--- src/hdl/psd_pkg.sv ---
// Shared types and constants for the photometric stereo depth unit.
// Used by psd_front, psd_queue, psd_back and the top level; no dependencies.
package psd_pkg;

   localparam int NUM_LIGHTS = 6;
   localparam int PIX_W      = 8;
   localparam int COEF_W     = 10;
   localparam int CFG_W      = NUM_LIGHTS * COEF_W;
   localparam int PROD_W     = COEF_W + PIX_W + 1;
   localparam int NORM_W     = 21;
   localparam int DVD_W      = NORM_W + 8;
   localparam int STEP_W     = 5;
   localparam int GRAD_W     = 16;
   localparam int DEPTH_W    = 32;
   localparam int IMG_W_W    = 13;
   localparam int CSR_IDX_W  = 3;
   localparam int IMAGE_WIDTH_RESET = 120;

   localparam logic signed [DEPTH_W-1:0] DEPTH_FLOOR = -32'sd25600;

   typedef enum logic [CSR_IDX_W-1:0] {
      CSR_COEFF_X     = 3'd0,
      CSR_COEFF_Y     = 3'd1,
      CSR_COEFF_Z     = 3'd2,
      CSR_IMAGE_WIDTH = 3'd3
   } csr_index_type;

   // One classified pixel: frame start, mask flag and its normal vector
   typedef struct packed {
      logic                     sof;
      logic                     masked;
      logic signed [NORM_W-1:0] n1;
      logic signed [NORM_W-1:0] n2;
      logic signed [NORM_W-1:0] n3;
   } norm_item_type;

endpackage

--- src/hdl/psd_queue.sv ---
// Two-entry queue of normal vectors between front and back end.
// Depends on psd_pkg for the item type.
module psd_queue (
   input  logic                   clock,
   input  logic                   reset,
   input  logic                   push,
   input  psd_pkg::norm_item_type push_data,
   input  logic                   pop,
   output logic                   full,
   output logic                   not_empty,
   output psd_pkg::norm_item_type head
);

   psd_pkg::norm_item_type mem_ff [2];
   logic                   wr_ptr_ff, wr_ptr_in;
   logic                   rd_ptr_ff, rd_ptr_in;
   logic [1:0]             count_ff, count_in;

   assign full      = (count_ff == 2'd2);
   assign not_empty = (count_ff != 2'd0);
   assign head      = mem_ff[rd_ptr_ff];

   // Pointer and fill count update
   always_comb begin
      wr_ptr_in = push ? !wr_ptr_ff : wr_ptr_ff;
      rd_ptr_in = pop  ? !rd_ptr_ff : rd_ptr_ff;
      count_in  = count_ff;
      if (push && !pop)
         count_in = count_ff + 2'd1;
      else if (pop && !push)
         count_in = count_ff - 2'd1;
   end

   always_ff @(posedge clock) begin
      if (reset) begin
         wr_ptr_ff <= 1'b0;
         rd_ptr_ff <= 1'b0;
         count_ff  <= 2'd0;
      end else begin
         wr_ptr_ff <= wr_ptr_in;
         rd_ptr_ff <= rd_ptr_in;
         count_ff  <= count_in;
      end
      if (push)
         mem_ff[wr_ptr_ff] <= push_data;
   end

   a_count_range: assert property (@(posedge clock) disable iff (reset)
      count_ff != 2'd3) else $error("queue count out of range");
   a_no_overflow: assert property (@(posedge clock) disable iff (reset)
      push |-> (!full || pop)) else $error("push into full queue");
   a_no_underflow: assert property (@(posedge clock) disable iff (reset)
      pop |-> not_empty) else $error("pop from empty queue");

endmodule

--- config.mk ---
export PLATFORM = sky130hd
export DESIGN_NAME = psd_queue
export DESIGN_NICKNAME = d
export VERILOG_FILES = /design/src/hdl/psd_pkg.sv /design/src/hdl/psd_queue.sv
export SDC_FILE = /design/constraint.sdc
export NUM_CORES = 1
export LEC_CHECK = 0
export ABC_CLOCK_PERIOD_IN_PS = 5550
export BUFFER_PORTS_ARGS = -buffer_cell sky130_fd_sc_hd__buf_2
export CORE_ASPECT_RATIO = 1.75
export CORE_MARGIN = 4
export CORE_UTILIZATION = 46
export DETAILED_ROUTE_END_ITERATION = 16
export PLACE_DENSITY_LB_ADDON = 0.15
export SKIP_LAST_GASP = 1
export SLEW_MARGIN = 25
export SYNTH_ARGS = -nofsm -noshare
export SYNTH_HDL_FRONTEND = slang
export SYNTH_SLANG_ARGS = --single-unit
export TNS_END_PERCENT = 1
--- constraint.sdc ---
create_clock -name clock -period 5.55 [get_ports clock]
set_input_delay 1.11 -clock clock [delete_from_list [all_inputs] [get_ports clock]]
set_output_delay 1.11 -clock clock [all_outputs]
set_load 0.005 [all_outputs]
Word-level counts from Yosys, hierarchy flattened
Memories as Yosys holds them, arrays and structs flattened. A register that Yosys moved wholly into a read port is not among the register bits.
Index checks and enable logic that the tools add are counted.
- bits in registers: 4
- RAM bits: 130
- bits of input ports: 69
- logic and storage cells: 21
- memories kept: 1
- $add $sub $neg: 2
- eq/ne operators: 1
- muxes and demuxes: 6
- reduce and logical (&&, ||, !) cells: 8
- memory list (name ; words ; bits a word ; read ports ; clocked after memory_dff ; wr ports ; line ; source):
    mem_ff ; 2 ; 65 ; 1 ; 1 ; 1 ; psd_queue.sv:14 ; psd_pkg::norm_item_type mem_ff [2];
- operator list (operator ; count):
    $logic_not 1->1 ; 4
    $mux 1 ; 4
    $mux 2 ; 2
    $reduce_bool 2->1 ; 2
    $add 2x1->2 const B ; 1
    $eq 2x2->1 const B ; 1
    $logic_and 1x1->1 ; 2
    $sub 2x1->2 const B ; 1

Logic depth before layout (Yosys ltp)
- depth after elaboration: 4
- gate-level depth with buffers: 5
- depth with buffers taken out: 5

Worst setup path before layout
No wires, ideal clock.
- kind: input port to flip-flop
- start: in push
- end: mem mem_ff[0][0] (netlist bit) (enable)
- arrival time: 3.967 ns
- data required time: 5.054 ns
- setup slack: 1.087 ns
- stages on the path: 1
- cells stage by stage: nor2b_1
- word-level cells in the longest chain between the ends: 2
- RTL lines (element ; line ; source):
    from (decl) ; psd_queue.sv:6 ; input logic push,
    $mux 1 ; psd_queue.sv:44 ; if (push)
    $mux 1 (implied by the code) ; psd_queue.sv:45 ; mem_ff[wr_ptr_ff] <= push_data;
    to (decl) ; psd_queue.sv:14 ;
No other way between the ends.

==> impl_metrics.env <==
export IMPL_ys_types=18
export IMPL_place_inst=482
export IMPL_setup_violations=0
export IMPL_crit_path_end_kind="output port"
export IMPL_yosys_warnings=0
export IMPL_cellLeakagePower_uw=0.00240
export IMPL_gp_congestion=0.710
export IMPL_cts_hold_buf=0
export IMPL_avgViaCountPerCell=4.90
export IMPL_fin_setup_tns_ns=0
export IMPL_wl_um=9030
export IMPL_post_cts_setup_buffers=0
export IMPL_hold_ws_ns=0.495
export IMPL_wire_per_inst_um=17.6
export IMPL_grt_pass1_vias=2711
export IMPL_p_per_area_nw_per_um2=400
export IMPL_multi_input_area_um2=847
export IMPL_clk_pin_slew_worst_paths_ns=0.06
export IMPL_hold_end="count_ff[1]"
export IMPL_post_cts_resized=0
export IMPL_rsz0062_at_grt="false"
export IMPL_die_y_um=145
export IMPL_overflow=0
export IMPL_r2r_start="wr_ptr_ff"
export IMPL_ir_worst_vdd_mv=0.260
export IMPL_clock_sinks=135
export IMPL_critPathLaunchType="flip-flop"
export IMPL_n_fill_cell=782
export IMPL_final_cell_count_no_fill=514
export IMPL_start_util_pct=47.4
export IMPL_met3_usage_pct=6.01
export IMPL_setup_ws_ns=2.10
export IMPL_yosysTopAreaCell="edfxtp_1"
export IMPL_insertedDiodeCount=0
export IMPL_grt_util_met1_pct=14.9
export IMPL_critical_path_class="reg -> out"
export IMPL_clk_path_buf_depth=2
export IMPL_synth_seq_cells=135
export IMPL_first_pass_iters=2
export IMPL_synth_fp_nets=294
export IMPL_grt_max_degree=38
export IMPL_finalCriticalPeriod_ns=3.45
export IMPL_rr_endpoint="mem_ff[1][57]"
export IMPL_syn_to_final_growth_pct=28.2
export IMPL_finalCritPeriodShare_pct=62.2
export IMPL_layout_drive_gt1_share_pct=61.2
export IMPL_crit_chain="buf_4, mux2_2, buf_2"
export IMPL_slowest_stage="dfxtp_2"
export IMPL_cts_buffers=17
export IMPL_r2r_cells=2
export IMPL_top_usage_layer="met2"
export IMPL_yosysSeqAreaShare_pct=81.5
export IMPL_place_area_um2=5710
export IMPL_hold_viol_final=0
export IMPL_nets=444
export IMPL_slowest_delay_ns=0.90
export IMPL_cts_htree_levels=4
export IMPL_portBuffers=135
export IMPL_syn_avg_cell_area_um2=21.9
export IMPL_postLayoutCellArea_um2=6300
export IMPL_seq_area_um2=4010
export IMPL_path_max_fanout=37
export IMPL_slew_violations=0
export IMPL_drt_iter0_drc=160
export IMPL_r2r_slack_ns=3.51
export IMPL_drv_cap=0
export IMPL_synth_area_leaders="edfxtp_1 79%, mux2_2 15%, dfxtp_1 2.0%"
export IMPL_antenna_found_initial=1
export IMPL_fmax_mhz=290
export IMPL_pre_cts_ws_ns=2.45
export IMPL_die_x_um=86.1
export IMPL_synthCells=224
export IMPL_hold_start="count_ff[1]"
export IMPL_grtUsageTotal_pct=14.9
export IMPL_drc=0
export IMPL_cts_tree="built"
export IMPL_syn_cell_area_um2=4910
export IMPL_io_pins=136
export IMPL_num_vias=2521
export IMPL_cts_root_buffer="clkbuf_16"
export IMPL_hpwl_um=6060
export IMPL_critPathRequiredTime_ns=4.44
export IMPL_slew_headroom_pct=38.8
export IMPL_hold_class="reg -> reg"
export IMPL_clk_latency_ns=0.41
export IMPL_grt_use_met2_pct=26.4
export IMPL_worstMarginPinSlew_ns=0.916
export IMPL_rows=49
export IMPL_dieArea_um2=12500
export IMPL_outcome="completed"
export IMPL_yosysTopAreaCellShare_pct=79.4
export IMPL_core_area_um2=10400
export IMPL_skew_ns=0.00755
export IMPL_grt_pass1_wl_um=13400
export IMPL_ant_nets=0
export IMPL_min_path_cells=2
export IMPL_cp_arrival_ns=2.34
-- worst max-delay path: cells and delay by family (launching register included) --
family | cells | cell delay (ns)
muxes | 1 | 0.39
DFF | 1 | 0.90
buffers and inverters | 2 | 0.62
-- synthesized netlist by cell type --
cell type	count
edfxtp_1	130
mux2_2	65
buf_6	5
dfxtp_1	5
nor2_1	4
xnor2_1	2
xor2_1	2
a21oi_1	1
and2_1	1
and2b_2	1
buf_2	1
buf_4	1
ha_1	1
inv_1	1
nor2b_1	1
o21ai_0	1
or2_2	1
or3_1	1
-- routing by layer --
layer  vias up  part of all wire [%]
li1       1187                     -
met1      1221                    35
met2        90                    55
met3        21                   7.2
met4         2                   2.4
met5         -                  0.14
-- registers in the layout, indices dropped and copies added (netlist names), named ones only --
signal	cells
mem_ff	130
rd_ptr_ff	1
wr_ptr_ff	1
count_ff	2
-- through the flow --
step | util, % | total power (uW)
global route | 60.8 | 2620
floorplan | - | 1350
finish | 60.8 | 2520
global placement | 55.1 | 1450
CTS | 60.8 | 2550
detailed placement | 55.1 | 1450
-- worst max-delay path by stage --
stage / startpoint / endpoint / slack [ns] / depth (start not counted)
global placement: flip-flop / head[34] / 2.47 / 3
finish: flip-flop / head[34] / 2.10 / 3
floorplan: push / mem_ff[0][0] / 1.09 / 1
global route: flip-flop / head[34] / 1.94 / 3
CTS: flip-flop / head[34] / 2.02 / 3
detailed placement: flip-flop / head[34] / 2.45 / 3
-- cell type report --
type	instances	area share [%]
Clock buffer	18	6.81
Clock inverter	14	2.52
Timing Repair Buffer	138	11.1
Multi-Input combinational cell	81	13.4
Inverter	1	0.0596
Sequential cell	135	63.6
Tap cell	127	2.52
-- kinds of logic (layout without fill, tap and decap cells) --
logic type	after synthesis	in the layout	share of synthesized area, %
flops	135	135	81.5
mux	65	65	14.9
simple gates	9	9	0.993
buf+inv	8	171	1.48
xor+xnor	4	4	0.713
compound gates	2	2	0.203
fa+ha+maj	1	1	0.255
-- cell usage in the layout (no fill, tap or decap), drive strengths merged --
master / instances
a21oi: 1
and2: 1
and2b: 1
buf: 138
bufinv: 3
clkbuf: 18
clkinv: 9
clkinvlp: 2
dfxtp: 5
edfxtp: 130
ha: 1
inv: 1
mux2: 65
nor2: 4
nor2b: 1
o21ai: 1
or2: 1
or3: 1
xnor2: 2
xor2: 2
-- power by group --
| part | total (uW) | internal [uW] | switching, uW |
|---|---|---|---|
| Combinational | 209 | 112 | 96.9 |
| Sequential | 1210 | 1190 | 24.8 |
| Clock | 1100 | 700 | 397 |
| Total | 2520 | 2000 | 518 |
Power figures use the tool's default switching activity.
