==> src/hdl/psd_pkg.sv <==
// Shared types and constants for the photometric stereo depth unit.
// Used by psd_front, psd_queue, psd_back and the top level; no dependencies.
package psd_pkg;

   localparam int NUM_LIGHTS = 6;
   localparam int PIX_W      = 8;
   localparam int COEF_W     = 10;
   localparam int CFG_W      = NUM_LIGHTS * COEF_W;
   localparam int PROD_W     = COEF_W + PIX_W + 1;
   localparam int NORM_W     = 21;
   localparam int DVD_W      = NORM_W + 8;
   localparam int STEP_W     = 5;
   localparam int GRAD_W     = 16;
   localparam int DEPTH_W    = 32;
   localparam int IMG_W_W    = 13;
   localparam int CSR_IDX_W  = 3;
   localparam int IMAGE_WIDTH_RESET = 120;

   localparam logic signed [DEPTH_W-1:0] DEPTH_FLOOR = -32'sd25600;

   typedef enum logic [CSR_IDX_W-1:0] {
      CSR_COEFF_X     = 3'd0,
      CSR_COEFF_Y     = 3'd1,
      CSR_COEFF_Z     = 3'd2,
      CSR_IMAGE_WIDTH = 3'd3
   } csr_index_type;

   // One classified pixel: frame start, mask flag and its normal vector
   typedef struct packed {
      logic                     sof;
      logic                     masked;
      logic signed [NORM_W-1:0] n1;
      logic signed [NORM_W-1:0] n2;
      logic signed [NORM_W-1:0] n3;
   } norm_item_type;

endpackage

==> src/hdl/psd_front.sv <==
// Front end: accepts pixels, forms the three light-matrix products, sums them
// into a normal vector and pushes it to the queue. Depends on psd_pkg.
module psd_front (
   input  logic                                                  clock,
   input  logic                                                  reset,
   input  logic                                                  req_valid,
   output logic                                                  req_stall,
   input  logic                                                  sof,
   input  logic [psd_pkg::NUM_LIGHTS-1:0][psd_pkg::PIX_W-1:0]     pix,
   input  logic [2:0][psd_pkg::CFG_W-1:0]                        coeff,
   input  logic                                                  q_full,
   output logic                                                  q_push,
   output psd_pkg::norm_item_type                                q_data
);

   logic                                   s1_valid_ff, s1_valid_in;
   logic                                   s1_sof_ff;
   logic                                   s1_mask_ff;
   logic signed [psd_pkg::PROD_W-1:0]      prod_ff [3][psd_pkg::NUM_LIGHTS];
   logic signed [psd_pkg::PROD_W-1:0]      prod_in [3][psd_pkg::NUM_LIGHTS];
   logic signed [psd_pkg::NORM_W-1:0]      norm [3];
   logic                                   accept;

   // Stage holds one item; stall only when it cannot drain into the queue
   assign req_stall = s1_valid_ff && q_full;
   assign accept    = req_valid && !req_stall;
   assign q_push    = s1_valid_ff && !q_full;

   always_comb begin
      s1_valid_in = s1_valid_ff;
      if (accept)
         s1_valid_in = 1'b1;
      else if (q_push)
         s1_valid_in = 1'b0;
   end

   // Coefficient times grey level, one product per light and row
   always_comb begin
      for (int r = 0; r < 3; r++) begin
         for (int k = 0; k < psd_pkg::NUM_LIGHTS; k++) begin
            prod_in[r][k] = psd_pkg::PROD_W'(
               $signed(coeff[r][k*psd_pkg::COEF_W +: psd_pkg::COEF_W]) *
               $signed({1'b0, pix[k]}));
         end
      end
   end

   // Sum of products per row
   always_comb begin
      for (int r = 0; r < 3; r++) begin
         norm[r] = '0;
         for (int k = 0; k < psd_pkg::NUM_LIGHTS; k++)
            norm[r] = norm[r] + psd_pkg::NORM_W'(prod_ff[r][k]);
      end
   end

   assign q_data.sof    = s1_sof_ff;
   assign q_data.masked = s1_mask_ff;
   assign q_data.n1     = norm[0];
   assign q_data.n2     = norm[1];
   assign q_data.n3     = norm[2];

   always_ff @(posedge clock) begin
      if (reset)
         s1_valid_ff <= 1'b0;
      else
         s1_valid_ff <= s1_valid_in;
      if (accept) begin
         s1_sof_ff  <= sof;
         s1_mask_ff <= (pix[0] == '0);
         prod_ff    <= prod_in;
      end
   end

endmodule

==> config.mk <==
export PLATFORM = sky130hd
export DESIGN_NAME = psd_front
export DESIGN_NICKNAME = d
export VERILOG_FILES = /design/src/hdl/psd_pkg.sv /design/src/hdl/psd_front.sv
export SDC_FILE = /design/constraint.sdc
export NUM_CORES = 2
export LEC_CHECK = 0
export ABC_CLOCK_PERIOD_IN_PS = 25600
export BUFFER_PORTS_ARGS = -buffer_cell sky130_fd_sc_hd__buf_2
export CAP_MARGIN = 0
export CORE_MARGIN = 2
export CORE_UTILIZATION = 31
export CTS_BUF_LIST = sky130_fd_sc_hd__clkbuf_8 sky130_fd_sc_hd__clkbuf_16
export DETAILED_ROUTE_END_ITERATION = 6
export GPL_TIMING_DRIVEN = 0
export PLACE_DENSITY = 0.48
export SLEW_MARGIN = 20
export SYNTH_ARGS = -nofsm -noshare
export SYNTH_HDL_FRONTEND = slang
export SYNTH_SLANG_ARGS = --single-unit
==> constraint.sdc <==
create_clock -name clock -period 25.6 [get_ports clock]
set_clock_uncertainty 0.05 [all_clocks]
set_input_delay 3.84 -clock clock [delete_from_list [all_inputs] [get_ports clock]]
set_output_delay 3.84 -clock clock [all_outputs]
set_load 0.03 [all_outputs]
* Word level (Yosys, flattened, before mapping)
Cells that the tools add are included.
** Word-level totals
- Memory bits (writable) :: 0
- Output and inout port bits :: 67
- Bits in registers :: 345
- Memories kept :: 0
- Input port bits :: 233
- Latch bits :: 0
- Bits in read-only memories :: 0
** Cells by class
- Equality and inequality tests :: 0
- Divide/modulo/power cells :: 0
- Bitwise gates (word level) :: 0
- Reductions and logical operators :: 7
- Add/sub/neg operators :: 15
- $mul :: 18
- $lt $le $gt $ge :: 0
- Multiplexer cells :: 2
- Shifts and indexed selects :: 0
** Operators by type and width (count)
- $mul 10x9->19 :: 18
- $add 21x19->21 :: 9
- $add 20x19->21 :: 3
- $add 19x19->20 :: 3
- $logic_not 8->1 :: 1
- $logic_and 1x1->1 :: 3
- $logic_not 1->1 :: 2
- $mux 1 :: 2
- $reduce_bool 2->1 :: 1

* Depth between registers and ports, before layout
- Word-level depth :: 5
- Gate-level depth with buffers :: 19
- Mapped depth without buffers :: 18

* Worst setup path before layout
Ideal clock, no wire load.
- Kind :: input to register
- Start :: input q_full
- End :: register prod_ff[0] (netlist name) (enable)
- Stages :: 2
- Arrival :: 19122 ps
- Data required time :: 24461 ps
- Setup time :: 1089 ps
- Path slack :: 5339 ps
- Cells stage by stage :: and2_1 -> nor2b_1
** On the way
- Cells in the longest elaborated chain, start to end :: 3
** Ends and longest elaborated chain
- from (decl) :: RTL line psd_front.sv:11 : input logic q_full,
- $logic_and 1x1->1 :: RTL line psd_front.sv:25 : assign req_stall = s1_valid_ff && q_full;
- $logic_not 1->1 :: RTL line psd_front.sv:26 : assign accept = req_valid && !req_stall;
- $logic_and 1x1->1 :: RTL line psd_front.sv:26
- via accept :: RTL line psd_front.sv:22 : logic accept;
- to (signal assigned) :: RTL line psd_front.sv:71 : prod_ff <= prod_in;
- to (decl) :: RTL line psd_front.sv:19 : logic signed [psd_pkg::PROD_W-1:0] prod_ff [3][psd_pkg::NUM_LIGHTS];
The timed path passes the listed nets, and every way through them passes these cells.
A chain may end at the register's enable or synchronous reset.

==> summary.md <==
| Metric | Value |
|---|---|
| Status | complete, no violations |
| CP Class | flip-flop to primary output |
| Layout area overhead | 9.70% |
| CTS tree | done |
| Synth top cells by count | inv_1, fa_1, and2_1, nand2_1, ha_1 |
| Port buffer count | about 250 |
| GRT Util Overall | between 10% and 20% |
| Tightest Hold Check Type | flip-flop to flip-flop |
| Arrival time worst endpoint | around 5800 ps |
| Number of synthesized flops with an enable pin | between 300 and 400 |
| Syn Nets | around 10,000 |
| Seq. cell area | around 10,000 µm² |
| Post-CTS Setup Bufs | 0 |
| Crit. End Element | primary output |
| Final Cycle Share | a little under two fifths |
| Row Count | 180 |
| CTS clk-pin slew, worst paths | roughly 60 ps |
| Vias | roughly 53,000 |
| Biggest area consumer among synthesized cells | fa_1 |
| Chip height | slightly below 500 µm |
| PostCTS Resize Cnt | 0 |
| Share of cells above drive strength 1 | around 4.3% |
| Initial DRC count | about 3,100 |
| Sequential area share after synthesis | between 10% and 20% |
| Final Max Slew Viols | 0 |
| Gate Count Post-Synth | 8,085 |
| Max_slew headroom | about a fifth |
| Worst Path Max Fanout | 3 |
| Top cells by area, synth | fa_1, edfxtp_1, inv_1 |
| Inserted Clock Buffers | 48 |
| Count leader, synth | inv_1 |
| Boundary Pins | 300 |
| DR pass1 iterations | 5 |
| Fill count | 25,000 |
| Synthesized flop and latch total | 345 |
| Proportion of netlist area held by the largest area contributor | 37.9% |
| GPL Wtd Cong | 0.884 |
| CTS Root Cell | clkbuf_16 |
| Vias in the first global route | 56,600 |
| WP data required | 21,710 ps |
| Finished Layout Cells | between 10,000 and 15,000 |
| Hold WS | approximately 600 ps |
| Starting density of the core | a little under a third |
| Placed insts | between 10,000 and 15,000 |
| Vias/cell | around 4.5 |
| Async set or reset register ratio after synthesis | 0% |
| Nets@finish | around 11,000 |
| Core Box Area | between 200,000 and 250,000 µm² |
| Setup TNS | 0 ps |
| Gr ovfl total | 0 |
| RSZ-0062 raised after global routing | no |
| Area of the multi-input gates | between 50,000 and 60,000 µm² |
| Hold buffer count at cts | 0 |
| Setup violators final | 0 |
| Mean post-synth cell area | between 9 and 10 µm² |
| First-pass GRT wire length | ~340,000 µm |
| H-tree levels | 2 |
| Detail Placement HPWL | approximately 190,000 µm |
| Crit start category | flip-flop |
| Clock period minus worst slack | 9720 ps |
| Initial antenna violation count | 64 |
| Die width | around 500 µm |
| Tightest Pin Transition | 1190 ps |
| Skew-Pair Late Insertion Delay | 650 ps |
| R2R Setup Slk | roughly 23,000 ps |
| F_max | 103 MHz |
| WL per Instance | approximately 19 µm |
| Largest net degree at the start of global routing | 29 |
| # DRC | 0 |
| Final Hold Fails | 0 |
| Synthesis Warnings | 0 |
| CTS max path bufs | 3 |
| Final WL | around 220,000 µm |
| Hold path depth | 3 |
| Clock sinks | 345 |
| Max-Cap Viols | 0 |
| Die ar. | around 250,000 µm² |
| Synth Flop Type | edfxtp_1 |
| Mapped Area | 74,900 µm² |
| Worst R2R Path Depth | 11 |
| Post-synth cell types | 65 |
| Detail Route Antenna Nets | 0 |
sequential cells by signal, summed over array words and instances, names as in the netlist:
signal       cells
s1_mask_ff       1
s1_valid_ff      1
prod_ff        342
s1_sof_ff        1
placed cells by master (no fill, tap or decap), types with 9 or more instances in the layout:
cell / count
o31ai_1: 17
o21ai_0: 102
nand3_1: 39
clkbuf_1: 164
xnor2_1: 289
a31oi_1: 13
a211oi_1: 39
a311o_1: 9
buf_2: 246
and2_1: 763
a21o_1: 75
nand4_1: 9
nor3_1: 33
fa_1: 1419
o21a_1: 42
nand2b_1: 23
a211o_1: 10
clkbuf_16: 49
or3_1: 14
nor2b_1: 43
diode_2: 29
nand2_1: 763
inv_1: 2518
o21bai_1: 43
ha_1: 741
a21oi_1: 240
edfxtp_1: 344
buf_12: 10
xor2_1: 72
o22ai_1: 9
nor2_1: 136
and3_1: 33
final timing paths:
path / start / end
worst max register to register: s1_valid_ff / prod_ff[112]
worst min register to register: s1_valid_ff / s1_valid_ff
worst max-delay path: prod_ff[192] / q_data[41]
worst min-delay path: s1_valid_ff / s1_valid_ff
final cells by class:
cell class                      instances  area share [%]
Multi-Input combinational cell       5063            66.3
Sequential cell                       345            12.6
Inverter                             2511            11.5
Tap cell                             3185            4.85
Timing Repair Buffer                  262            1.94
Clock buffer                           52            1.54
Buffer                                166           0.767
Clock inverter                         38           0.408
Antenna cell                           29          0.0883
worst max-delay path, cell delays in order, from the launching register on:
cell       delay, ps
edfxtp_1         480
fa_1             630
fa_1             570
inv_1             50
fa_1             500
inv_1             60
ha_1             210
fa_1             460
a21oi_1          210
o22ai_1          160
o211ai_1         330
o21ai_1          150
a2111oi_0        580
o31ai_1          190
xnor2_1          340
buf_2            270
routing by layer:
metal | up-vias | share of wire [%] | track usage (%)
met5 | - | 0.081 | 0
met3 | 243 | 5.5 | 2.41
met1 | 26600 | 46 | 26.1
met2 | 1212 | 45 | 28.9
li1 | 24500 | - | -
met4 | 30 | 3.3 | 5.84
logic make-up (layout without fill, tap and decap cells):
kind of cell | count (synthesis) | in the layout | share of synthesized area [%]
AO/OA/AOI/OAI | 662 | 662 | 5.62
XOR/XNOR | 361 | 361 | 4.22
adder cells (fa/ha/maj) | 2160 | 2160 | 50.3
buffers and inverters | 2677 | 3029 | 13.4
flip-flops | 345 | 345 | 13.8
other | 0 | 29 | 0
AND/OR/NAND/NOR | 1880 | 1880 | 12.6
metrics by stage:
step                      setup WS, ps  instance area [µm²]  utilization [%]
after floorplan                   5340                74900                -
after global placement           -3490                80100             33.3
after detailed placement         16030                80500             33.5
after CTS                        15870                82100             34.1
after global routing             15690                82100             34.1
final                            15880                82200             34.2
Power is not shown: default switching activity piles up to over one toggle a cycle in this logic, so the estimate is an artifact.
