$ cat src/hdl/psd_pkg.sv
// Shared types and constants for the photometric stereo depth unit.
// Used by psd_front, psd_queue, psd_back and the top level; no dependencies.
package psd_pkg;

   localparam int NUM_LIGHTS = 6;
   localparam int PIX_W      = 8;
   localparam int COEF_W     = 10;
   localparam int CFG_W      = NUM_LIGHTS * COEF_W;
   localparam int PROD_W     = COEF_W + PIX_W + 1;
   localparam int NORM_W     = 21;
   localparam int DVD_W      = NORM_W + 8;
   localparam int STEP_W     = 5;
   localparam int GRAD_W     = 16;
   localparam int DEPTH_W    = 32;
   localparam int IMG_W_W    = 13;
   localparam int CSR_IDX_W  = 3;
   localparam int IMAGE_WIDTH_RESET = 120;

   localparam logic signed [DEPTH_W-1:0] DEPTH_FLOOR = -32'sd25600;

   typedef enum logic [CSR_IDX_W-1:0] {
      CSR_COEFF_X     = 3'd0,
      CSR_COEFF_Y     = 3'd1,
      CSR_COEFF_Z     = 3'd2,
      CSR_IMAGE_WIDTH = 3'd3
   } csr_index_type;

   // One classified pixel: frame start, mask flag and its normal vector
   typedef struct packed {
      logic                     sof;
      logic                     masked;
      logic signed [NORM_W-1:0] n1;
      logic signed [NORM_W-1:0] n2;
      logic signed [NORM_W-1:0] n3;
   } norm_item_type;

endpackage

$ cat src/hdl/psd_back.sv
// Back end: bit-serial division for both slopes, saturation, running depth
// sums and the result register. Depends on psd_pkg.
module psd_back #(
   parameter int WID_W = 13
) (
   input  logic                                  clock,
   input  logic                                  reset,
   input  logic                                  q_valid,
   input  psd_pkg::norm_item_type                q_head,
   output logic                                  q_pop,
   input  logic [WID_W-1:0]                      row_width,
   output logic                                  rsp_valid,
   input  logic                                  rsp_stall,
   output logic signed [psd_pkg::DEPTH_W-1:0]    rsp_depth,
   output logic signed [psd_pkg::GRAD_W-1:0]     rsp_gradient_x,
   output logic signed [psd_pkg::GRAD_W-1:0]     rsp_gradient_y
);

   localparam int NW = psd_pkg::NORM_W;
   localparam int DW = psd_pkg::DVD_W;
   localparam int GW = psd_pkg::GRAD_W;
   localparam int AW = psd_pkg::DEPTH_W;

   typedef enum logic [1:0] {ST_IDLE, ST_DIV, ST_DONE} state_type;

   state_type                     state_ff, state_in;
   psd_pkg::norm_item_type        item_ff, item_in;
   logic [DW-1:0]                 dq_x_ff, dq_x_in, dq_y_ff, dq_y_in;
   logic [NW-1:0]                 rem_x_ff, rem_x_in, rem_y_ff, rem_y_in;
   logic [NW-1:0]                 dvs_ff, dvs_in;
   logic [psd_pkg::STEP_W-1:0]    cnt_ff, cnt_in;
   logic signed [AW-1:0]          col_sum_ff, col_sum_in, row_sum_ff, row_sum_in;
   logic [WID_W-1:0]              idx_ff, idx_in;
   logic                          rsp_valid_ff, rsp_valid_in;
   logic signed [AW-1:0]          depth_ff, depth_in;
   logic signed [GW-1:0]          gx_ff, gx_in, gy_ff, gy_in;

   logic signed [GW-1:0]          gx, gy;
   logic signed [AW-1:0]          cs_base, rs_base, depth_val;
   logic [WID_W-1:0]              idx_base;
   logic [WID_W:0]                idx_next;
   logic                          load_out;

   function automatic logic [NW-1:0] mag(input logic signed [NW-1:0] v);
      mag = v[NW-1] ? NW'(-v) : NW'(v);
   endfunction

   // Quotient magnitude to saturated Q8.8 slope
   function automatic logic signed [GW-1:0] grad_sat(input logic [DW-1:0] q,
                                                      input logic neg,
                                                      input logic den_zero);
      if (den_zero)
         grad_sat = '0;
      else if (neg)
         grad_sat = (q > DW'(32768)) ? -16'sd32768 : GW'(-q);
      else
         grad_sat = (q > DW'(32767)) ? 16'sd32767 : GW'(q);
   endfunction

   function automatic logic signed [AW-1:0] sat_add(input logic signed [AW-1:0] a,
                                                    input logic signed [AW-1:0] b);
      logic signed [AW:0] s;
      s = (AW+1)'(a) + (AW+1)'(b);
      if (s > (AW+1)'(33'sh0_7FFF_FFFF))
         sat_add = 32'sh7FFF_FFFF;
      else if (s < -(AW+1)'(33'sh0_8000_0000))
         sat_add = -32'sh8000_0000;
      else
         sat_add = AW'(s);
   endfunction

   // One restoring-division step
   function automatic logic [NW+DW-1:0] div_step(input logic [NW-1:0] rem,
                                                 input logic [DW-1:0] dq,
                                                 input logic [NW-1:0] dvs);
      logic [NW:0] sh;
      logic [NW:0] diff;
      sh   = {rem, dq[DW-1]};
      diff = sh - {1'b0, dvs};
      if (!diff[NW])
         div_step = {diff[NW-1:0], dq[DW-2:0], 1'b1};
      else
         div_step = {sh[NW-1:0], dq[DW-2:0], 1'b0};
   endfunction

   // Finished item: slopes, depth from the sums before this pixel
   assign gx = grad_sat(dq_x_ff, (item_ff.n1 < 0) == (item_ff.n3 < 0), dvs_ff == '0);
   assign gy = grad_sat(dq_y_ff, (item_ff.n2 < 0) == (item_ff.n3 < 0), dvs_ff == '0);
   assign cs_base  = item_ff.sof ? '0 : col_sum_ff;
   assign rs_base  = item_ff.sof ? '0 : row_sum_ff;
   assign idx_base = item_ff.sof ? '0 : idx_ff;
   assign idx_next = {1'b0, idx_base} + (WID_W+1)'(1);

   always_comb begin
      depth_val = sat_add(cs_base, rs_base);
      if (item_ff.masked)
         depth_val = '0;
      if (depth_val < psd_pkg::DEPTH_FLOOR)
         depth_val = psd_pkg::DEPTH_FLOOR;
   end

   assign load_out = (state_ff == ST_DONE) && (!rsp_valid_ff || !rsp_stall);

   // Sequencer: pop, divide one bit a cycle, then retire into the sums
   always_comb begin
      state_in     = state_ff;
      item_in      = item_ff;
      dq_x_in      = dq_x_ff;
      dq_y_in      = dq_y_ff;
      rem_x_in     = rem_x_ff;
      rem_y_in     = rem_y_ff;
      dvs_in       = dvs_ff;
      cnt_in       = cnt_ff;
      col_sum_in   = col_sum_ff;
      row_sum_in   = row_sum_ff;
      idx_in       = idx_ff;
      depth_in     = depth_ff;
      gx_in        = gx_ff;
      gy_in        = gy_ff;
      rsp_valid_in = rsp_valid_ff && rsp_stall;
      q_pop        = 1'b0;
      case (state_ff)
         ST_IDLE: begin
            if (q_valid) begin
               q_pop    = 1'b1;
               item_in  = q_head;
               dq_x_in  = {mag(q_head.n1), 8'b0};
               dq_y_in  = {mag(q_head.n2), 8'b0};
               dvs_in   = mag(q_head.n3);
               rem_x_in = '0;
               rem_y_in = '0;
               cnt_in   = psd_pkg::STEP_W'(DW);
               state_in = ST_DIV;
            end
         end
         ST_DIV: begin
            {rem_x_in, dq_x_in} = div_step(rem_x_ff, dq_x_ff, dvs_ff);
            {rem_y_in, dq_y_in} = div_step(rem_y_ff, dq_y_ff, dvs_ff);
            cnt_in = cnt_ff - psd_pkg::STEP_W'(1);
            if (cnt_ff == psd_pkg::STEP_W'(1))
               state_in = ST_DONE;
         end
         ST_DONE: begin
            if (load_out) begin
               rsp_valid_in = 1'b1;
               depth_in     = depth_val;
               gx_in        = gx;
               gy_in        = gy;
               row_sum_in   = sat_add(rs_base, AW'(gx));
               col_sum_in   = (idx_base == '0) ? sat_add(cs_base, AW'(gy)) : cs_base;
               idx_in       = idx_base + WID_W'(1);
               if (idx_next >= {1'b0, row_width}) begin
                  idx_in     = '0;
                  row_sum_in = '0;
               end
               state_in = ST_IDLE;
            end
         end
         default: state_in = ST_IDLE;
      endcase
   end

   always_ff @(posedge clock) begin
      if (reset) begin
         state_ff     <= ST_IDLE;
         rsp_valid_ff <= 1'b0;
         col_sum_ff   <= '0;
         row_sum_ff   <= '0;
         idx_ff       <= '0;
         cnt_ff       <= '0;
      end else begin
         state_ff     <= state_in;
         rsp_valid_ff <= rsp_valid_in;
         col_sum_ff   <= col_sum_in;
         row_sum_ff   <= row_sum_in;
         idx_ff       <= idx_in;
         cnt_ff       <= cnt_in;
      end
      item_ff  <= item_in;
      dq_x_ff  <= dq_x_in;
      dq_y_ff  <= dq_y_in;
      rem_x_ff <= rem_x_in;
      rem_y_ff <= rem_y_in;
      dvs_ff   <= dvs_in;
      depth_ff <= depth_in;
      gx_ff    <= gx_in;
      gy_ff    <= gy_in;
   end

   assign rsp_valid      = rsp_valid_ff;
   assign rsp_depth      = depth_ff;
   assign rsp_gradient_x = gx_ff;
   assign rsp_gradient_y = gy_ff;

   a_pop_idle: assert property (@(posedge clock) disable iff (reset)
      q_pop |-> state_ff == ST_IDLE) else $error("pop while busy");
   a_div_count: assert property (@(posedge clock) disable iff (reset)
      (state_ff == ST_DIV) |-> cnt_ff != '0) else $error("divider count lost");
   a_mask_depth: assert property (@(posedge clock) disable iff (reset)
      (load_out && item_ff.masked) |=> rsp_depth == '0)
      else $error("masked pixel with nonzero depth");
   a_depth_floor: assert property (@(posedge clock) disable iff (reset)
      rsp_valid_ff |-> rsp_depth >= psd_pkg::DEPTH_FLOOR)
      else $error("depth below floor");

endmodule

$ cat config.mk
export PLATFORM = sky130hd
export DESIGN_NAME = psd_back
export DESIGN_NICKNAME = d
export VERILOG_FILES = /design/src/hdl/psd_pkg.sv /design/src/hdl/psd_back.sv
export SDC_FILE = /design/constraint.sdc
export NUM_CORES = 1
export LEC_CHECK = 0
export BUFFER_PORTS_ARGS = -buffer_cell sky130_fd_sc_hd__buf_2
export CAP_MARGIN = 20
export CORE_MARGIN = 3
export CORE_UTILIZATION = 45
export DETAILED_ROUTE_END_ITERATION = 8
export HOLD_SLACK_MARGIN = 0.05
export SETUP_SLACK_MARGIN = 0.5
export SLEW_MARGIN = 20
export SYNTH_ARGS = -nofsm -noshare
export SYNTH_HDL_FRONTEND = slang
export SYNTH_SLANG_ARGS = --single-unit
$ cat constraint.sdc
create_clock -name clock -period 9.1 [get_ports clock]
set_clock_uncertainty 0.2 [all_clocks]
set_input_delay 0.91 -clock clock [delete_from_list [all_inputs] [get_ports clock]]
set_output_delay 0.91 -clock clock [all_outputs]
set_load 0.02 [all_outputs]
* After elaboration in Yosys (flattened, before gate mapping)
Cells that the tools add are included.
** Cells by class
- Add/subtract/negate cells :: 13
- Order comparisons :: 15
- Muxes and demuxes :: 43
- Reduce and logical (&&, ||, !) cells :: 13
- Eq/ne operators :: 8
** Operators by type and width (number)
- 32-bit two-way mux :: 11
- 16-bit two-way mux :: 8
- 29-bit one-hot mux with 2 select lines :: 2
- 50-bit two-way mux :: 2
- 33-bit by 32-bit > comparator with 1-bit output (second input constant) :: 3
- 33-bit by 32-bit < comparator with 1-bit output (second input constant) :: 3
- 21-bit one-hot mux with 2 select lines :: 2
- 32-bit by 16-bit adder with 33-bit output :: 2
- 21-bit by 1-bit < comparator with 1-bit output (second input constant) :: 3
- 21-bit two-way mux :: 3
- 21-bit negator :: 3
- 29-bit by 15-bit > comparator with 1-bit output (second input constant) :: 2
- 29-bit by 16-bit > comparator with 1-bit output (second input constant) :: 2
- 29-bit two-way mux :: 2
- 22-bit by 21-bit subtractor with 22-bit output :: 2
- 32-bit by 32-bit adder with 33-bit output :: 1
- 32-bit by 16-bit < comparator with 1-bit output (second input constant) :: 1
- 16-bit negator :: 2
- 13-bit two-way mux :: 2
- 21-bit logical NOT :: 1
- 20-bit two-way mux :: 1
- 13-bit by 1-bit adder with 14-bit output (second input constant) :: 1
- 14-bit by 13-bit greater-or-equal comparator with 1-bit output :: 1
- 13-bit by 1-bit adder with 13-bit output (second input constant) :: 1
- other kinds (19) :: 31
** Storage, ports and cells
- Input bits :: 82
- Output and inout port bits :: 66
- Bits in registers :: 335
- Logic and storage cells :: 112

* Longest topological paths before layout
Gate-level depths: netlist of run 1.
- Word-level depth :: 9
- Gate-level depth with buffers :: 30
- Gate-level depth less buffers :: 26

* Worst setup path before layout of run 1
Ideal clock, no wire load.
- Path kind :: flip-flop to flip-flop
- Start point :: register dq_y_ff[1]
- End point :: register col_sum_ff[12]
- Slack :: 1.732 ns
- Required time :: 8.822 ns
- Arrival time :: 7.090 ns
- Clock period less this slack :: 7.368 ns
- Stages on the path, launching flop included :: 24
- Path buffers :: 2
- Library setup time :: 0.078 ns
- Cells stage by stage :: edfxtp_1 or3_1 or3_1 or3_1 or3_1 or3_1 or3_1 nor3_1 xor2_1 a211oi_1 ha_1 a211oi_1 o22ai_1 a22oi_1 a31o_2 a31oi_1 a31o_2 a21o_1 a311oi_2 nand2b_1 buf_2 buf_2 a21oi_1 nor3_1
** On the way
- Longest elaborated chain between the ends :: 9
- Elaborated cells between the ends (all ways) :: 13
- Those cells by class :: 2 x add/sub; 4 x order compare; 7 x mux
** RTL lines
- start: declaration :: line psd_back.sv:28 : logic [DW-1:0] dq_x_ff, dq_x_in, dq_y_ff, dq_y_in;
- start signal: assignment :: line psd_back.sv:181 : dq_y_ff <= dq_y_in;
- 29-bit by 15-bit > comparator with 1-bit output (tied with other cells) :: line psd_back.sv:57 : grad_sat = (q > DW'(32767)) ? 16'sd32767 : GW'(q);
- 16-bit two-way mux (on tied branches) :: line psd_back.sv:57, psd_back.sv:55
- 16-bit two-way mux * :: line psd_back.sv:54 : else if (neg)
- 16-bit two-way mux * :: line psd_back.sv:52 : if (den_zero)
- net gy[15] :: line psd_back.sv:38 : logic signed [GW-1:0] gx, gy;
- 32-bit by 16-bit adder with 33-bit output * :: line psd_back.sv:63 : s = (AW+1)'(a) + (AW+1)'(b);
- 33-bit by 32-bit < comparator with 1-bit output :: line psd_back.sv:66 : else if (s < -(AW+1)'(33'sh0_8000_0000))
- 32-bit two-way mux :: line psd_back.sv:66
- 32-bit two-way mux * :: line psd_back.sv:64 : if (s > (AW+1)'(33'sh0_7FFF_FFFF))
- 32-bit two-way mux * :: line psd_back.sv:150 : col_sum_in = (idx_base == '0) ? sat_add(cs_base, AW'(gy)) : cs_base;
- end signal: assignment :: line psd_back.sv:174 : col_sum_ff <= col_sum_in;
- end: declaration :: line psd_back.sv:32 : logic signed [AW-1:0] col_sum_ff, col_sum_in, row_sum_ff, row_sum_in;
The timed path passes the listed nets; every way through them passes the cells marked *.
A chain may end at the register's enable or synchronous reset.

* Worst setup path in the final report of run 1
- Start point :: register dq_x_ff[0]
- End point :: register row_sum_ff[7]
** On the way
- Longest elaborated chain between the ends :: 9
- Elaborated cells between the ends (all ways) :: 13
- Those cells by class :: 2 x add/sub; 4 x order compare; 7 x mux
** RTL lines
- start: declaration :: line psd_back.sv:28
- start signal: assignment :: line psd_back.sv:180 : dq_x_ff <= dq_x_in;
- 29-bit by 15-bit > comparator with 1-bit output (tied with other cells) :: line psd_back.sv:57
- 16-bit two-way mux (on tied branches) :: line psd_back.sv:57, psd_back.sv:55
- 16-bit two-way mux * :: line psd_back.sv:54
- 16-bit two-way mux * :: line psd_back.sv:52
- net gx[0] :: line psd_back.sv:38
- 32-bit by 16-bit adder with 33-bit output * :: line psd_back.sv:63
- 33-bit by 32-bit < comparator with 1-bit output :: line psd_back.sv:66
- 32-bit two-way mux :: line psd_back.sv:66
- 32-bit two-way mux * :: line psd_back.sv:64
- 32-bit two-way mux * :: line psd_back.sv:152 : if (idx_next >= {1'b0, row_width}) begin
- end signal: assignment :: line psd_back.sv:175 : row_sum_ff <= row_sum_in;
- end: declaration :: line psd_back.sv:32
Marked as above.

==> metrics.md, run 1 <==
| Metric | Value |
|---|---|
| Outcome | complete, no violations |
| Setup WS pre-CTS | 1200 ps |
| Switching share of power | 0.311 |
| Gp weighted congestion | 0.907 |
| Max-Cap Viols | 0 |
| Worst hold stages | 2 |
| Startpoint type of the worst setup path | register |
| Initial core utilization | 0.456 |
| Clock root buffer master | clkbuf_16 |
| Warnings from Yosys | 0 |
| Reg clk slew, reported paths | 60 ps |
| Bufs on Longest Clock Path | 3 |
| Via Count | 18100 |
| CTS tree | done |
| Detailed Place HPWL | 41100 um |
| Die Area | 0.0487 mm^2 |
| Hold_buf cts | 0 |
| Initial antenna violation count | 0 |
| Sw Pwr | 1.25 mW |
| Seq cells post-synth | 275 |
| Distinct cells, synth | 83 |
| Post-synth top flop | edfxtp_1 |
| Clk sinks | 275 |
| Resized cells post-CTS | 0 |
| Worst path depth | 28 |
| CP Max Fanout | 18 |
| Final Max Slew Viols | 0 |
| Worst path arrival time | 8230 ps |
| Buf+Inv Stages, Crit Path | 4 |
| Clock power frac | 0.355 |
| Synthesized area per cell | 8.71 um^2 |
| Post-DRT Antenna Nets | 0 |
| Comb pwr share | 0.255 |
| Int Power | 2.77 mW |
| Crit path capture type | register |
| Reg2reg path depth | 28 |
| I/O pins | 148 |
| Synth Instances | 2383 |
| Seq pwr share | 0.389 |
| WL final | 55200 um |
| Setup ws final | 1120 ps |
| Hold Vio Cnt, Final | 0 |
| Largest net degree at the start of global routing | 104 |
| Chip height | 221 um |
| Fin Setup TNS | 0 ps |
| CTS buffer count | 35 |
| GRT Overall Usage | 0.228 |
| Syn Std Cell Area | 0.0208 mm^2 |
| CP Data Required Time | 9360 ps |
| DR WL/cell | 17.7 um |
| Die Width | 221 um |
| GRT Residual Overflow | 0 |
| Post-synthesis sequential area ratio | 0.357 |
| Placeable Area | 0.0455 mm^2 |
| Worst VDD drop | 0.000109 V |
| Critical path type | reg -> reg |
| Area growth, synth to finish | 12.6% |
| Normalized max-slew margin | 0.313 |
| Final Power | 4.02 mW |
| Layout cell share with drive strength beyond 1 | 0.113 |
| Clk_lat worst skew | 540 ps |
| Part of the cycle the worst path needs | 0.876 |
| Final min period | 7980 ps |
| Synth async-reset ratio | 0 |
| FMAX | 0.125 GHz |
| Post-synth EDFFs | 190 |
| DR vias/cell | 5.81 |
| Vias in the first global route | 17700 |
| NumNets Final | 2745 |
| Final setup violating endpoints | 0 |
| Worst Tran Pin Value | 1030 ps |
| CP max stage cell | a21boi_2 |
| Residual DRC | 0 |
| Lkg Pwr | 9.72 nW |
| Power Density | 172 mW/mm^2 |
| Postcts setup bufs | 0 |
| DR pass1 iterations | 5 |
| CP peak stage delay | 740 ps |
| Critical path's top delay family | compound AO/OA/AOI/OAI gates |
| PortBufs | 147 |
| H-tree depth | 2 |
| RSZ-0062 raised after global routing | false |
| First-pass GRT wire length | 90100 um |
| Iteration-0 DRC Markers | 1343 |
| Hold_ws | 245 ps |
| Row count | 78 |
| HP Class | reg -> reg |
| Mapped Nets | 2632 |
worst paths after layout:
| path | to | start | slack (ps) |
|---|---|---|---|
| min reg2reg | row_sum_ff[0] | row_sum_ff[0] | 250 |
| max reg2reg | row_sum_ff[7] | dq_x_ff[0] | 1120 |
| max | row_sum_ff[7] | dq_x_ff[0] | 1120 |
| min | row_sum_ff[0] | row_sum_ff[0] | 250 |
cell usage after synthesis (all sizes together) (8+ instances only):
cell type / n / share of area
nand2: 220 / 0.040
a21oi: 217 / 0.052
edfxtp: 190 / 0.27
nor2: 172 / 0.031
ha: 162 / 0.098
o21ai: 156 / 0.038
xnor2: 100 / 0.042
clkbuf: 89 / 0.016
nor2b: 88 / 0.027
dfxtp: 85 / 0.082
inv: 84 / 0.015
xor2: 76 / 0.032
a21o: 74 / 0.027
nor3: 68 / 0.017
nand3: 67 / 0.016
a31oi: 59 / 0.018
or3: 51 / 0.016
nand2b: 41 / 0.012
o31ai: 35 / 0.013
nand4: 24 / 0.0072
mux2i: 23 / 0.011
and2: 22 / 0.0067
a22oi: 20 / 0.0075
nor4: 20 / 0.0060
o211ai: 19 / 0.0069
a211oi: 18 / 0.0065
and3: 16 / 0.0048
or2: 16 / 0.0048
a311oi: 15 / 0.0066
o21bai: 15 / 0.0054
buf: 12 / 0.0028
o21a: 11 / 0.0040
nand4b: 10 / 0.0042
o31a: 9 / 0.0038
or4: 9 / 0.0033
a211o: 8 / 0.0034
o41ai: 8 / 0.0034
placed cells by master, fill, tap and decap left out, types with 85 or more instances in the layout:
master	n
a21oi_1	217
nor2_1	172
xnor2_1	99
nand2_1	219
ha_1	162
edfxtp_1	190
dfxtp_1	85
nor2b_1	87
o21ai_0	150
buf_2	147
power groups by stage:
stage	Clock [mW]	Sequential, mW	Combinational (mW)
2_1_floorplan	0	1.57	0.766
3_3_place_gp	0	1.59	0.981
3_5_place_dp	0	1.59	1.01
4_1_cts	1.47	1.57	1.01
5_1_grt	1.53	1.58	1.15
6_report	1.43	1.57	1.03
routing by layer:
layer,up-vias,share of wire,track usage,wire (um)
met2,482,0.47,0.386,26100
met1,8549,0.44,0.295,24300
li1,9021,-,-,-
met3,90,0.057,0.0416,3130
met5,-,0,0,0
met4,0,0.030,0.0740,1680
cells by family after synthesis:
family                     after synthesis  share of synthesized area
xor gates and xnor gates               176                     0.0743
adders and majority gates              167                      0.102
muxes                                   25                     0.0122
AOI/OAI and AO/OA                      712                      0.216
and+or+nand+nor                        843                      0.205
DFF                                    275                      0.357
buffers and inverters                  185                     0.0341
metrics by stage:
step	utilization	instance area (um^2)	std cells
final	0.514	23400	3122
after global routing	0.514	23400	3121
after CTS	0.513	23300	3119
after detailed placement	0.487	22100	3057
after global placement	0.487	22100	3057
after floorplan	-	20800	2383
registers in the layout (all words and copies together), names as in the netlist, 6 cells and up:
register,flops
col_sum_ff,32
dq_x_ff,29
dq_y_ff,29
dvs_ff,20
idx_ff,13
item_ff,6
rem_x_ff,21
rem_y_ff,21
row_sum_ff,32
rsp_depth,32
rsp_gradient_x,16
rsp_gradient_y,16
worst min-delay path: cells and delay by family, from the launching register on:
kind | cells | cell delay [ps]
compound gates | 1 | 50
simple gates | 1 | 50
flops | 1 | 300
layout make-up:
cell class              instances  area, um^2
repair buffers                177         992
clock inverters                12         140
fillers                      4353       22100
inverters                      84         315
well taps                     600         751
flip-flops and latches        275        7410
clock buffers                  50        1040
diodes                          1        2.50
multi-input cells            1923       12700
Note: power is estimated with default switching activity, not from simulation.
==> inputs of run 2 (changes only) <==
--- a/config.mk
+++ b/config.mk
@@ -7,10 +7,11 @@
 export LEC_CHECK = 0
 export BUFFER_PORTS_ARGS = -buffer_cell sky130_fd_sc_hd__buf_2
 export CAP_MARGIN = 20
+export CORE_ASPECT_RATIO = 0.9
 export CORE_MARGIN = 3
-export CORE_UTILIZATION = 45
+export CORE_UTILIZATION = 39
 export DETAILED_ROUTE_END_ITERATION = 8
-export HOLD_SLACK_MARGIN = 0.05
+export HOLD_SLACK_MARGIN = 0.1
 export SETUP_SLACK_MARGIN = 0.5
 export SLEW_MARGIN = 20
 export SYNTH_ARGS = -nofsm -noshare
==> run 2 against run 1 <==
Compared with the run above: power is 3.0% lower; via count up 0.58%; critical path depth decreased by 1; design area is 0.23% lower; non-clock buffer count fell by 1; critical endpoint is now col_sum_ff[2].
==> metrics.md, run 2 (synthesized netlist as in run 1, its figures left out) <==
| Metric | Value |
|---|---|
| CP peak stage delay | 730 ps |
| CP max stage cell | a21oi_1 |
| Critical R2R Capture | col_sum_ff[2] |
| Clk_lat worst skew | 550 ps |
| Final min period | 7810 ps |
| CP Data Required Time | 9280 ps |
| Detailed Place HPWL | 42700 um |
| Startpoint type of the worst setup path | register |
| Final Max Slew Viols | 0 |
| Final Power | 3.90 mW |
| RSZ-0062 raised after global routing | false |
| HP Class | reg -> reg |
| Outcome | complete, no violations |
| CTS tree | done |
| Reg2reg path depth | 27 |
| Wire length on met3 | 3800 um |
| Iteration-0 DRC Markers | 1422 |
| Post-DRT Antenna Nets | 0 |
| CP Max Fanout | 17 |
| NumNets Final | 2743 |
| Worst Tran Pin Value | 1080 ps |
| Hold Vio Cnt, Final | 0 |
| Initial antenna violation count | 6 |
| Resized cells post-CTS | 0 |
| Max-Cap Viols | 0 |
| Postcts setup bufs | 0 |
| Worst VDD drop | 0.000105 V |
| Placeable Area | 0.0522 mm^2 |
| Buf+Inv Stages, Crit Path | 4 |
| Worst hold stages | 2 |
| Layout cell share with drive strength beyond 1 | 0.111 |
| Vias in the first global route | 17100 |
| Die Area | 0.0560 mm^2 |
| Lkg Pwr | 9.63 nW |
| M1 wire length | 26900 um |
| Largest net degree at the start of global routing | 100 |
| Most frequent CP cell | or3_4 |
| DR WL/cell | 17.8 um |
| Critical path type | reg -> reg |
| Chip height | 225 um |
| H-tree depth | 2 |
| Hold_ws | 249 ps |
| Commonest non-fill, non-tap cell in the layout | nand2_1 |
| I/O pins | 148 |
| DR vias/cell | 5.69 |
| DR pass1 iterations | 5 |
| Diodes inserted | 0 |
| Bufs on Longest Clock Path | 3 |
| Fin Setup TNS | 0 ps |
| Hold_buf cts | 0 |
| FF-to-FF Start | dq_y_ff[0] |
| WL final | 56900 um |
| Gp weighted congestion | 0.915 |
| CTS buffer count | 34 |
| GRT Residual Overflow | 0 |
| Initial core utilization | 0.398 |
| PortBufs | 147 |
| Part of the cycle the worst path needs | 0.859 |
| WL met2 | 25100 um |
| Post-layout util | 0.447 |
| Residual DRC | 0 |
| Power Density | 167 mW/mm^2 |
| Area growth, synth to finish | 12.3% |
| Critical path's top delay family | compound AO/OA/AOI/OAI gates |
| Crit path capture type | register |
| Worst path arrival time | 7990 ps |
| R2r setup slk | 1290 ps |
| Top Layer Used | met4 |
| Die Width | 249 um |
| Final setup violating endpoints | 0 |
| Normalized max-slew margin | 0.278 |
| Most frequent cells in the layout | nand2_1 (219), a21oi_1 (217), edfxtp_1 (190), nor2_1 (172), ha_1 (162) |
| Reg clk slew, reported paths | 60 ps |
| Row count | 79 |
| Clock root buffer master | clkbuf_16 |
| First-pass GRT wire length | 90800 um |
| GRT Overall Usage | 0.197 |
| Min-delay src | col_sum_ff[11] |
| FMAX | 0.128 GHz |
| Worst Hold End | col_sum_ff[11] |
| Clk sinks | 275 |
| Via Count | 18200 |
## run 2: cell types whose count changed in the layout (fill, tap and decap cells not counted), sizes merged
cell	delta
bufinv	-1
clkbuf	-9
clkinv	+4
buf	-1
diode	-1
clkinvlp	+3
## run 2: worst min-delay path, delay by kind of cell, from the launching register on
kind | cells | cell delay, ps
AOI/OAI and AO/OA | 1 | 50
DFF | 1 | 300
and+or+nand+nor | 1 | 50
## run 2: layer usage
| layer | up-vias | track usage |
|---|---|---|
| met5 | - | 0 |
| met1 | 8626 | 0.279 |
| met2 | 522 | 0.316 |
| li1 | 9028 | - |
| met3 | 71 | 0.0299 |
| met4 | 0 | 0.0520 |
## run 2: final cells by class
type	instances	area, um^2
clock buffers	41	887
clock inverters	18	154
fillers	5134	28900
inverters	84	315
multi-input cells	1923	12700
flip-flops and latches	275	7410
well taps	688	861
repair buffers	176	973
## run 2: power breakdown
part,internal (mW),total (mW),leakage (nW),switching [mW]
Clock,0.752,1.30,0.498,0.546
Combinational,0.413,1.04,6.58,0.624
Sequential,1.48,1.57,2.55,0.0870
Total,2.65,3.90,9.63,1.26
## run 2: worst max-delay path by stage
stage / slack, ps / start / endpoint / cells after the start
floorplan: 1730 / dq_y_ff[1] / col_sum_ff[12] / 23
CTS: 1370 / dq_x_ff[0] / row_sum_ff[30] / 27
finish: 1290 / dq_y_ff[0] / col_sum_ff[2] / 27
detailed placement: 1450 / dq_y_ff[0] / col_sum_ff[2] / 27
global placement: 1670 / dq_y_ff[0] / col_sum_ff[2] / 27
global route: 540 / dq_x_ff[0] / row_sum_ff[3] / 27
## run 2: metrics by stage
stage | setup WS [ps] | instances | area [um^2]
after detailed placement | 1450 | 3145 | 22200
after floorplan | 1730 | 2383 | 20800
after global placement | 1670 | 3145 | 22200
final | 1290 | 3205 | 23300
after CTS | 1370 | 3204 | 23300
after global routing | 544 | 3205 | 23300
